--- src/hw/rtl/tfr_pkg.sv ---
`default_nettype none
// ----------------------------------------------------------------------------
// Telemetry frame receiver package
// Shared constants, codes, beat types and the binary frame field layout.
// ----------------------------------------------------------------------------
package tfr_pkg;

  // Default payload length of a binary frame, in bytes.
  localparam int PAYLOAD_BYTES_DEF = 54;

  // Binary frame layout.
  localparam int FLOAT_COUNT = 8;
  localparam int FLAG_COUNT  = 16;
  localparam int NUM_FIELDS  = FLOAT_COUNT + 4;
  localparam int FLD_W       = $clog2(NUM_FIELDS);
  localparam logic [63:0] FLAG_MASK = (64'd1 << FLAG_COUNT) - 64'd1;

  // Frame type bytes.
  localparam logic [7:0] TYPE_BINARY = 8'h01;
  localparam logic [7:0] TYPE_TEXT   = 8'h02;

  // Result kind codes.
  localparam logic [2:0] KIND_TEXT_CHAR  = 3'd0;
  localparam logic [2:0] KIND_PKT_COUNT  = 3'd1;
  localparam logic [2:0] KIND_FLOAT_BITS = 3'd2;
  localparam logic [2:0] KIND_FLAG_MASK  = 3'd3;
  localparam logic [2:0] KIND_DOUBLE     = 3'd4;
  localparam logic [2:0] KIND_CSUM_ERR   = 3'd5;
  localparam logic [2:0] KIND_EMPTY_TEXT = 3'd6;

  // Configuration register indexes.
  localparam logic REG_SYNC_FIRST  = 1'b0;
  localparam logic REG_SYNC_SECOND = 1'b1;

  // Result produced directly by the byte parser (one byte wide value).
  typedef struct packed {
    logic       valid;
    logic [2:0] kind;
    logic [4:0] idx;
    logic [7:0] value;
    logic       last;
  } prs_result_t;

  // Result produced by the field emitter.
  typedef struct packed {
    logic        valid;
    logic [2:0]  kind;
    logic [4:0]  idx;
    logic [63:0] value;
    logic        last;
  } emit_result_t;

  // Payload store write request.
  typedef struct packed {
    logic       en;
    logic [7:0] addr;
    logic [7:0] data;
  } mem_wr_t;

  // Description of one field of a good binary frame.
  typedef struct packed {
    logic [2:0] kind;
    logic [4:0] idx;
    logic [3:0] nbytes;
    logic       last;
  } field_desc_t;

  function automatic field_desc_t field_desc(input logic [FLD_W-1:0] fld);
    field_desc_t d;
    int          f;
    f        = int'(fld);
    d.kind   = KIND_DOUBLE;
    d.idx    = 5'd0;
    d.nbytes = 4'd8;
    d.last   = 1'b0;
    if (f == 0) begin
      d.kind   = KIND_PKT_COUNT;
      d.nbytes = 4'd4;
    end else if (f <= FLOAT_COUNT) begin
      d.kind   = KIND_FLOAT_BITS;
      d.idx    = 5'(f - 1);
      d.nbytes = 4'd4;
    end else if (f == FLOAT_COUNT + 1) begin
      d.kind   = KIND_FLAG_MASK;
      d.nbytes = 4'd2;
    end else begin
      d.idx  = 5'(f - FLOAT_COUNT - 2);
      d.last = (f == FLOAT_COUNT + 3);
    end
    return d;
  endfunction

endpackage
`default_nettype wire

--- src/hw/rtl/tfr_byte_parser.sv ---
`default_nettype none
// ----------------------------------------------------------------------------
// Telemetry frame byte parser
// Header hunt, type decode, payload capture with running XOR, text streaming.
// ----------------------------------------------------------------------------
module tfr_byte_parser
  import tfr_pkg::*;
#(
  parameter int PAYLOAD_BYTES = PAYLOAD_BYTES_DEF
) (
  input  wire logic        clk,
  input  wire logic        rst_n,
  input  wire logic [7:0]  sync_first,
  input  wire logic [7:0]  sync_second,
  input  wire logic        in_fire,
  input  wire logic [7:0]  in_byte,
  output logic             may_result,
  output prs_result_t      res,
  output mem_wr_t          wr,
  output logic             emit_start
);

  typedef enum logic [2:0] {
    PH_HUNT1, PH_HUNT2, PH_TYPE, PH_BODY, PH_TEXT, PH_CHECK
  } phase_t;

  phase_t     phase_r, phase_nxt;
  logic [7:0] frame_kind_r, frame_kind_nxt;
  logic [7:0] byte_count_r, byte_count_nxt;
  logic [7:0] text_length_r, text_length_nxt;
  logic [7:0] running_xor_r, running_xor_nxt;
  logic [8:0] count_inc;

  assign count_inc = {1'b0, byte_count_r} + 9'd1;

  // A byte in these phases can produce a result beat.
  assign may_result = (phase_r == PH_TEXT) || (phase_r == PH_CHECK) ||
                      ((phase_r == PH_BODY) && (frame_kind_r == TYPE_TEXT));

  always_comb begin
    phase_nxt       = phase_r;
    frame_kind_nxt  = frame_kind_r;
    byte_count_nxt  = byte_count_r;
    text_length_nxt = text_length_r;
    running_xor_nxt = running_xor_r;
    res             = '0;
    wr              = '0;
    emit_start      = 1'b0;
    if (in_fire) begin
      case (phase_r)
        PH_HUNT2: begin
          phase_nxt = (in_byte == sync_second) ? PH_TYPE : PH_HUNT1;
        end
        PH_TYPE: begin
          frame_kind_nxt  = in_byte;
          byte_count_nxt  = 8'd0;
          running_xor_nxt = 8'd0;
          phase_nxt       = PH_BODY;
        end
        PH_BODY: begin
          if (frame_kind_r == TYPE_BINARY) begin
            wr.en           = (9'({1'b0, byte_count_r}) < 9'(PAYLOAD_BYTES));
            wr.addr         = byte_count_r;
            wr.data         = in_byte;
            running_xor_nxt = running_xor_r ^ in_byte;
            byte_count_nxt  = count_inc[7:0];
            if (count_inc >= 9'(PAYLOAD_BYTES)) begin
              phase_nxt = PH_CHECK;
            end
          end else if (frame_kind_r == TYPE_TEXT) begin
            text_length_nxt = in_byte;
            byte_count_nxt  = 8'd0;
            if (in_byte == 8'd0) begin
              phase_nxt = PH_HUNT1;
              res.valid = 1'b1;
              res.kind  = KIND_EMPTY_TEXT;
              res.last  = 1'b1;
            end else begin
              phase_nxt = PH_TEXT;
            end
          end else begin
            // Unknown type: this byte is dropped.
            phase_nxt = PH_HUNT1;
          end
        end
        PH_TEXT: begin
          byte_count_nxt = count_inc[7:0];
          res.valid      = 1'b1;
          res.kind       = KIND_TEXT_CHAR;
          res.idx        = byte_count_r[4:0];
          res.value      = in_byte;
          res.last       = (count_inc[7:0] == text_length_r);
          if (res.last) begin
            phase_nxt = PH_HUNT1;
          end
        end
        PH_CHECK: begin
          phase_nxt = PH_HUNT1;
          if (running_xor_r != in_byte) begin
            res.valid = 1'b1;
            res.kind  = KIND_CSUM_ERR;
            res.value = running_xor_r;
            res.last  = 1'b1;
          end else begin
            emit_start = 1'b1;
          end
        end
        default: begin
          phase_nxt = (in_byte == sync_first) ? PH_HUNT2 : PH_HUNT1;
        end
      endcase
    end
  end

  always_ff @(posedge clk) begin
    if (!rst_n) begin
      phase_r       <= PH_HUNT1;
      frame_kind_r  <= 8'd0;
      byte_count_r  <= 8'd0;
      text_length_r <= 8'd0;
      running_xor_r <= 8'd0;
    end else begin
      phase_r       <= phase_nxt;
      frame_kind_r  <= frame_kind_nxt;
      byte_count_r  <= byte_count_nxt;
      text_length_r <= text_length_nxt;
      running_xor_r <= running_xor_nxt;
    end
  end

endmodule
`default_nettype wire

--- src/hw/rtl/tfr_field_emit.sv ---
`default_nettype none
// ----------------------------------------------------------------------------
// Telemetry frame field emitter
// Payload store, and a byte-serial sequencer that assembles the frame fields.
// ----------------------------------------------------------------------------
module tfr_field_emit
  import tfr_pkg::*;
#(
  parameter int PAYLOAD_BYTES = PAYLOAD_BYTES_DEF
) (
  input  wire logic   clk,
  input  wire logic   rst_n,
  input  wire mem_wr_t wr,
  input  wire logic   start,
  input  wire logic   out_free,
  output logic        busy,
  output emit_result_t res
);

  localparam int AW = $clog2(PAYLOAD_BYTES);

  typedef enum logic [1:0] {E_IDLE, E_RD, E_SH, E_LOAD} est_t;

  logic [7:0]       mem_r [PAYLOAD_BYTES];
  logic [7:0]       rd_data_r;
  logic [AW-1:0]    rd_addr;
  logic             pos_in_range;

  est_t             state_r, state_nxt;
  logic [FLD_W-1:0] fld_r, fld_nxt;
  logic [2:0]       bsel_r, bsel_nxt;
  logic [7:0]       pos_r, pos_nxt;
  logic [63:0]      value_r, value_nxt;
  field_desc_t      desc;
  logic [7:0]       byte_in;

  assign pos_in_range = (9'({1'b0, pos_r}) < 9'(PAYLOAD_BYTES));
  assign rd_addr      = pos_in_range ? pos_r[AW-1:0] : '0;
  assign byte_in      = pos_in_range ? rd_data_r : 8'd0;
  assign desc         = field_desc(fld_r);
  assign busy         = (state_r != E_IDLE);

  always_ff @(posedge clk) begin
    if (wr.en) begin
      mem_r[wr.addr[AW-1:0]] <= wr.data;
    end
    rd_data_r <= mem_r[rd_addr];
  end

  always_comb begin
    state_nxt = state_r;
    fld_nxt   = fld_r;
    bsel_nxt  = bsel_r;
    pos_nxt   = pos_r;
    value_nxt = value_r;
    res       = '0;
    case (state_r)
      E_IDLE: begin
        if (start) begin
          state_nxt = E_RD;
          fld_nxt   = '0;
          bsel_nxt  = 3'd0;
          pos_nxt   = 8'd0;
          value_nxt = '0;
        end
      end
      E_RD: begin
        // Read data for pos_r lands in rd_data_r at this edge.
        state_nxt = E_SH;
      end
      E_SH: begin
        value_nxt[{bsel_r, 3'b000} +: 8] = byte_in;
        pos_nxt = pos_r + 8'd1;
        if ({1'b0, bsel_r} == desc.nbytes - 4'd1) begin
          state_nxt = E_LOAD;
        end else begin
          bsel_nxt  = bsel_r + 3'd1;
          state_nxt = E_RD;
        end
      end
      E_LOAD: begin
        if (out_free) begin
          res.valid = 1'b1;
          res.kind  = desc.kind;
          res.idx   = desc.idx;
          res.value = (desc.kind == KIND_FLAG_MASK) ? (value_r & FLAG_MASK) : value_r;
          res.last  = desc.last;
          if (desc.last) begin
            state_nxt = E_IDLE;
          end else begin
            fld_nxt   = fld_r + 1'b1;
            bsel_nxt  = 3'd0;
            value_nxt = '0;
            state_nxt = E_RD;
          end
        end
      end
      default: begin
        state_nxt = E_IDLE;
      end
    endcase
  end

  always_ff @(posedge clk) begin
    if (!rst_n) begin
      state_r <= E_IDLE;
      fld_r   <= '0;
      bsel_r  <= 3'd0;
      pos_r   <= 8'd0;
    end else begin
      state_r <= state_nxt;
      fld_r   <= fld_nxt;
      bsel_r  <= bsel_nxt;
      pos_r   <= pos_nxt;
    end
    value_r <= value_nxt;
  end

endmodule
`default_nettype wire

--- src/hw/rtl/telemetry_frame_receiver_core.sv ---
`default_nettype none
// ----------------------------------------------------------------------------
// Telemetry frame receiver core
// Parses sync-headed binary and text telemetry frames from a byte stream.
// ----------------------------------------------------------------------------
// Usage:
// The in_ stream carries one received byte per beat. The parser hunts for the
// two header bytes held in the configuration registers, reads the type byte,
// then either captures a binary payload or streams a text frame.
// Each out_ beat carries one result: kind, item_index and a 64-bit value in
// tdata, and tlast on the final beat of a frame.
// A byte that produces no result is taken back to back while the unpacking
// sequencer is idle. A text character or an error beat is loaded into the
// output register at the edge that takes the byte and shows in the next
// cycle; the next such byte waits until that beat has left the register.
// A good binary frame is unpacked byte by byte from the payload
// memory: each payload byte passes a read state and a shift state, and each
// field then a load state that hands its beat to the output register. The
// input stays stalled while that unpacking runs.
// A new byte is taken while a result waits in the output register, unless
// that byte could itself produce a result. A stalled receiver therefore holds
// the parser and the unpacking sequencer, and no beat is lost.
// Reset returns the parser to header hunting and the sync registers to 0xAA
// and 0x55. The payload memory is not cleared.
// ----------------------------------------------------------------------------
module telemetry_frame_receiver_core
  import tfr_pkg::*;
#(
  parameter int PAYLOAD_BYTES = PAYLOAD_BYTES_DEF
) (
  input  wire logic        clk,
  input  wire logic        rst_n,
  // Input stream
  input  wire logic        in_tvalid,
  output logic             in_tready,
  input  wire logic [7:0]  in_tdata,   // [7:0] rx_byte
  // Result stream
  output logic             out_tvalid,
  input  wire logic        out_tready,
  output logic [71:0]      out_tdata,  // [2:0] kind, [7:3] item_index, [71:8] value
  output logic             out_tlast,  // last
  // Configuration port
  input  wire logic        cfg_psel,
  input  wire logic        cfg_penable,
  input  wire logic        cfg_pwrite,
  input  wire logic [2:0]  cfg_paddr,
  input  wire logic [31:0] cfg_pwdata,
  output logic [31:0]      cfg_prdata,
  output logic             cfg_pready
);

  logic [7:0]   sync_first_r, sync_first_nxt;
  logic [7:0]   sync_second_r, sync_second_nxt;
  logic         cfg_wr;
  logic         cfg_sel;

  logic         in_fire;
  logic         out_free;
  logic         may_result;
  logic         emit_busy;
  logic         emit_start;
  prs_result_t  prs_res;
  emit_result_t emit_res;
  mem_wr_t      mem_wr;

  logic         out_valid_r, out_valid_nxt;
  logic [2:0]   out_kind_r, out_kind_nxt;
  logic [4:0]   out_idx_r, out_idx_nxt;
  logic [63:0]  out_value_r, out_value_nxt;
  logic         out_last_r, out_last_nxt;

  // Configuration registers: register index is address bit 2.
  assign cfg_pready = 1'b1;
  assign cfg_sel    = cfg_paddr[2];
  assign cfg_wr     = cfg_psel & cfg_penable & cfg_pwrite & cfg_pready;
  assign cfg_prdata = (cfg_sel == REG_SYNC_SECOND) ? {24'd0, sync_second_r}
                                                   : {24'd0, sync_first_r};

  always_comb begin
    sync_first_nxt  = sync_first_r;
    sync_second_nxt = sync_second_r;
    if (cfg_wr) begin
      if (cfg_sel == REG_SYNC_FIRST) begin
        sync_first_nxt = cfg_pwdata[7:0];
      end else begin
        sync_second_nxt = cfg_pwdata[7:0];
      end
    end
  end

  // Input handshake: the unpacking sequencer owns the output while it runs.
  assign out_free  = !out_valid_r || out_tready;
  assign in_tready = !emit_busy && (!out_valid_r || !may_result);
  assign in_fire   = in_tvalid & in_tready;

  tfr_byte_parser #(
    .PAYLOAD_BYTES (PAYLOAD_BYTES)
  ) u_parser (
    .clk         (clk),
    .rst_n       (rst_n),
    .sync_first  (sync_first_r),
    .sync_second (sync_second_r),
    .in_fire     (in_fire),
    .in_byte     (in_tdata),
    .may_result  (may_result),
    .res         (prs_res),
    .wr          (mem_wr),
    .emit_start  (emit_start)
  );

  tfr_field_emit #(
    .PAYLOAD_BYTES (PAYLOAD_BYTES)
  ) u_emit (
    .clk      (clk),
    .rst_n    (rst_n),
    .wr       (mem_wr),
    .start    (emit_start),
    .out_free (out_free),
    .busy     (emit_busy),
    .res      (emit_res)
  );

  // Output register. The parser only produces a beat when the register is
  // empty, and never while the sequencer runs, so the two sources never meet.
  always_comb begin
    out_valid_nxt = out_valid_r && !out_tready;
    out_kind_nxt  = out_kind_r;
    out_idx_nxt   = out_idx_r;
    out_value_nxt = out_value_r;
    out_last_nxt  = out_last_r;
    if (prs_res.valid) begin
      out_valid_nxt = 1'b1;
      out_kind_nxt  = prs_res.kind;
      out_idx_nxt   = prs_res.idx;
      out_value_nxt = {56'd0, prs_res.value};
      out_last_nxt  = prs_res.last;
    end else if (emit_res.valid) begin
      out_valid_nxt = 1'b1;
      out_kind_nxt  = emit_res.kind;
      out_idx_nxt   = emit_res.idx;
      out_value_nxt = emit_res.value;
      out_last_nxt  = emit_res.last;
    end
  end

  always_ff @(posedge clk) begin
    if (!rst_n) begin
      sync_first_r  <= 8'hAA;
      sync_second_r <= 8'h55;
      out_valid_r   <= 1'b0;
    end else begin
      sync_first_r  <= sync_first_nxt;
      sync_second_r <= sync_second_nxt;
      out_valid_r   <= out_valid_nxt;
    end
    out_kind_r  <= out_kind_nxt;
    out_idx_r   <= out_idx_nxt;
    out_value_r <= out_value_nxt;
    out_last_r  <= out_last_nxt;
  end

  assign out_tvalid = out_valid_r;
  assign out_tdata  = {out_value_r, out_idx_r, out_kind_r};
  assign out_tlast  = out_last_r;

endmodule
`default_nettype wire
--- config.mk ---
export PLATFORM = sky130hd
export DESIGN_NAME = telemetry_frame_receiver_core
export DESIGN_NICKNAME = d
export VERILOG_FILES = /design/src/hw/rtl/tfr_pkg.sv /design/src/hw/rtl/tfr_byte_parser.sv /design/src/hw/rtl/tfr_field_emit.sv /design/src/hw/rtl/telemetry_frame_receiver_core.sv
export SDC_FILE = /design/constraint.sdc
export NUM_CORES = 1
export LEC_CHECK = 0
export BUFFER_PORTS_ARGS = -buffer_cell sky130_fd_sc_hd__buf_2
export CORE_MARGIN = 3
export CORE_UTILIZATION = 55
export DETAILED_ROUTE_END_ITERATION = 10
export GPL_TIMING_DRIVEN = 0
export HOLD_SLACK_MARGIN = 0.06
export PLACE_DENSITY = 0.82
export SETUP_SLACK_MARGIN = 0.2
export SKIP_LAST_GASP = 1
export SYNTH_ARGS = -nofsm -noshare
export SYNTH_HDL_FRONTEND = slang
export SYNTH_HIERARCHICAL = 1
export SYNTH_SLANG_ARGS = --single-unit
--- constraint.sdc ---
create_clock -name clk -period 5.3 [get_ports clk]
set_input_delay 0.265 -clock clk [delete_from_list [all_inputs] [get_ports clk]]
set_output_delay 0.265 -clock clk [all_outputs]
set_load 0.05 [all_outputs]
==> impl_metrics.tcl <==
set metrics [dict create \
    cts_setup_buffers 0 \
    rsz0062_at_grt "yes" \
    grt_busiest_layer "met2" \
    use_met3_pct 5.28 \
    crit_arrival_ns 5.16 \
    setup_viol 0 \
    start_util_pct 56.4 \
    timing.slew.headroom_pct 29.2 \
    postRouteAntennaNets 0 \
    place.gp.congestion 0.941 \
    clock-sinks 646 \
    intPower_w 0.00831 \
    path_clk_slew_ns 0.06 \
    status "finished, final reports clean" \
    vdd_drop_max_uv 469 \
    cts_max_level 3 \
    wl_mm 76.8 \
    cts_tree "built" \
    antenna_found_initial 1 \
    fin_crit_ns 4.92 \
    antenna_cells 0 \
    dieArea_um2 54700 \
    detail_route.first_pass.iterations 6 \
    core.rowCount 82 \
    numPortBuffers 97 \
    layout.nets 2546 \
    p_seq_share_pct 52.1 \
    path_class "reg2reg" \
    final_hold_viol_count 0 \
    crit_required_ns 5.53 \
    area_growth_pct 13.8 \
    drive_above_1_share_pct 16.8 \
    drc_errors 0 \
    tightest_slew_ns 1.06 \
    avgSynthCellArea_um2 12.5 \
    wire_per_inst_um 23.9 \
    p_sw_share_pct 19.8 \
    gr-usage-met1_pct 36.6 \
    crit_fanout 10 \
    period_share_pct 92.9 \
    design_area_um2 32500 \
    first_global_vias 19400 \
    finalMaxSlewViolations 0 \
    synthCells 2276 \
    avgViaCountPerCell 6.27 \
    via_count 20100 \
    coreArea_um2 50700 \
    cts_made_buffers 68 \
    clock_latency_ns 0.62 \
    power.density_nw_per_um2 319 \
    p_switching_w 0.00206 \
    cts_root_buf "clkbuf_16" \
    grt_pass1_wl_mm 114 \
    crit_path_start_kind "flop" \
    fp.dieH_um 234 \
    pre_cts_slack_ns 0.336 \
    grt_remaining_overflow 0 \
    io_pins 158 \
    yosysWarnings 6 \
    endpoint_kind "flop" \
    synthesis.area_um2 28600 \
    worstHoldPathType "in2reg" \
    post_dp_cell_area_um2 30200 \
    place_hpwl_mm 52.6 \
    grt_max_degree 55 \
    worst_slack_ns 0.376 \
    timing.fmax_mhz 203 \
    regToRegSetupSlack_ns 0.38 \
    maxCapViolCount 0 \
    track_usage_pct 27.7 \
    ctsLongestPathBuffers 3 \
    power_frac_comb_pct 1.5 \
    p_leak_nw 12.1 \
    die_w_um 234 \
    largest_register_ffs 432 \
    drt_iter0_markers 2620 \
    p_clk_share_pct 46.4 \
    use_met2_pct 44.5 \
    clock_skew_ns 0.0229 \
]
[timing repair]
action / CTS / global route
endpoints found under the setup margin: 0 / 32
hold endpoints to repair: 17 / 0
hold buffers: 9 / 0
resized for setup: 0 / 4
[power by group through the flow]
stage / Clock (W) / Sequential, W / Combinational (W)
after global placement: 0 / 0.00551 / 0.000146
after CTS: 0.00487 / 0.00540 / 0.000154
after global routing: 0.00507 / 0.00540 / 0.000166
final: 0.00481 / 0.00540 / 0.000158
after detailed placement: 0 / 0.00551 / 0.000148
after floorplan: 0 / 0.00551 / 0.000118
[cells in the final DEF, fill, tap and decap left out, types with 9 or more instances in the layout]
master           n
a211oi_1        31
a21boi_0        10
a21oi_1        128
a221oi_1        25
a22oi_1         12
a31oi_1         18
and2_1          84
and3_1          17
and3_2          10
buf_2          144
buf_4           38
buf_6            9
clkbuf_1        96
clkbuf_16       69
clkinv_2        12
conb_1          25
dfxtp_1        133
dlygate4sd3_1    9
edfxtp_1       513
ha_1            13
inv_1           29
mux2_2          50
mux2i_1        158
mux4_2          14
nand2_1        109
nand2b_1        15
nand3_1         68
nand3b_1        14
nor2_1         274
nor2b_1         30
nor3_1          25
nor4_1          11
o211ai_1         9
o21ai_0         71
o221ai_1        41
o22ai_1         12
o32ai_1         16
xnor2_1         18
xor2_1          21
[metrics by stage]
stage          TNS [ns]  util [%]  hold slack, ns  cells  total power [W]
6_report              0      64.2           0.147   3209           0.0104
5_1_grt               0      64.2           0.167   3209           0.0106
4_1_cts               0      64.1           0.134   3209           0.0104
3_5_place_dp          0      59.5           0.455   3076          0.00566
3_3_place_gp     -10.18      59.1           0.438   3068          0.00565
2_1_floorplan         0         -           0.407   2299          0.00562
[worst max-delay path, stage by stage, from the launching register on]
cell and delay [ns]:
dfxtp_1 0.40, nand2b_1 0.23, or2_2 0.17, nor4_1 0.06, clkbuf_1 0.23, or2_2 0.34
a21oi_1 0.20, and2_1 0.32, buf_2 0.29, clkbuf_1 0.43, and3_1 0.36, nor2b_1 0.29
nand3_1 0.48, nor2_1 0.76
[path summary, 6_finish.rpt]
| kind | start | end | depth (start not counted) |
|---|---|---|---|
| worst min register to register | u_parser/frame_kind_r[6]$_SDFFE_PN0P_ | u_parser/frame_kind_r[6]$_SDFFE_PN0P_ | 2 |
| worst max-delay path | u_parser/phase_r[2]$_SDFFE_PN0P_ | u_emit/mem_r[29][2]$_DFFE_PP_ | 13 |
| worst max register to register | u_parser/phase_r[2]$_SDFFE_PN0P_ | u_emit/mem_r[29][2]$_DFFE_PP_ | 13 |
| worst min-delay path | out_tready | out_tvalid$_SDFF_PN0_ | 3 |
[cell type report]
type,count,area (um^2)
Sequential cell,646,18100
Clock buffer,89,1850
Clock inverter,35,410
Tap cell,672,841
Buffer,182,986
Fill cell,3690,18200
Inverter,31,116
Multi-Input combinational cell,1440,9510
Timing Repair Buffer,114,743
[per-layer routing]
layer  vias to the layer above  share of wire, %  wire length [um]
li1                       8851                 -                 -
met1                      9738                38             29500
met2                      1258                46             35500
met3                       280                10              7850
met4                         0               5.2              3970
met5                         -                 0                 0
Note: power is estimated with default switching activity, not from simulation.
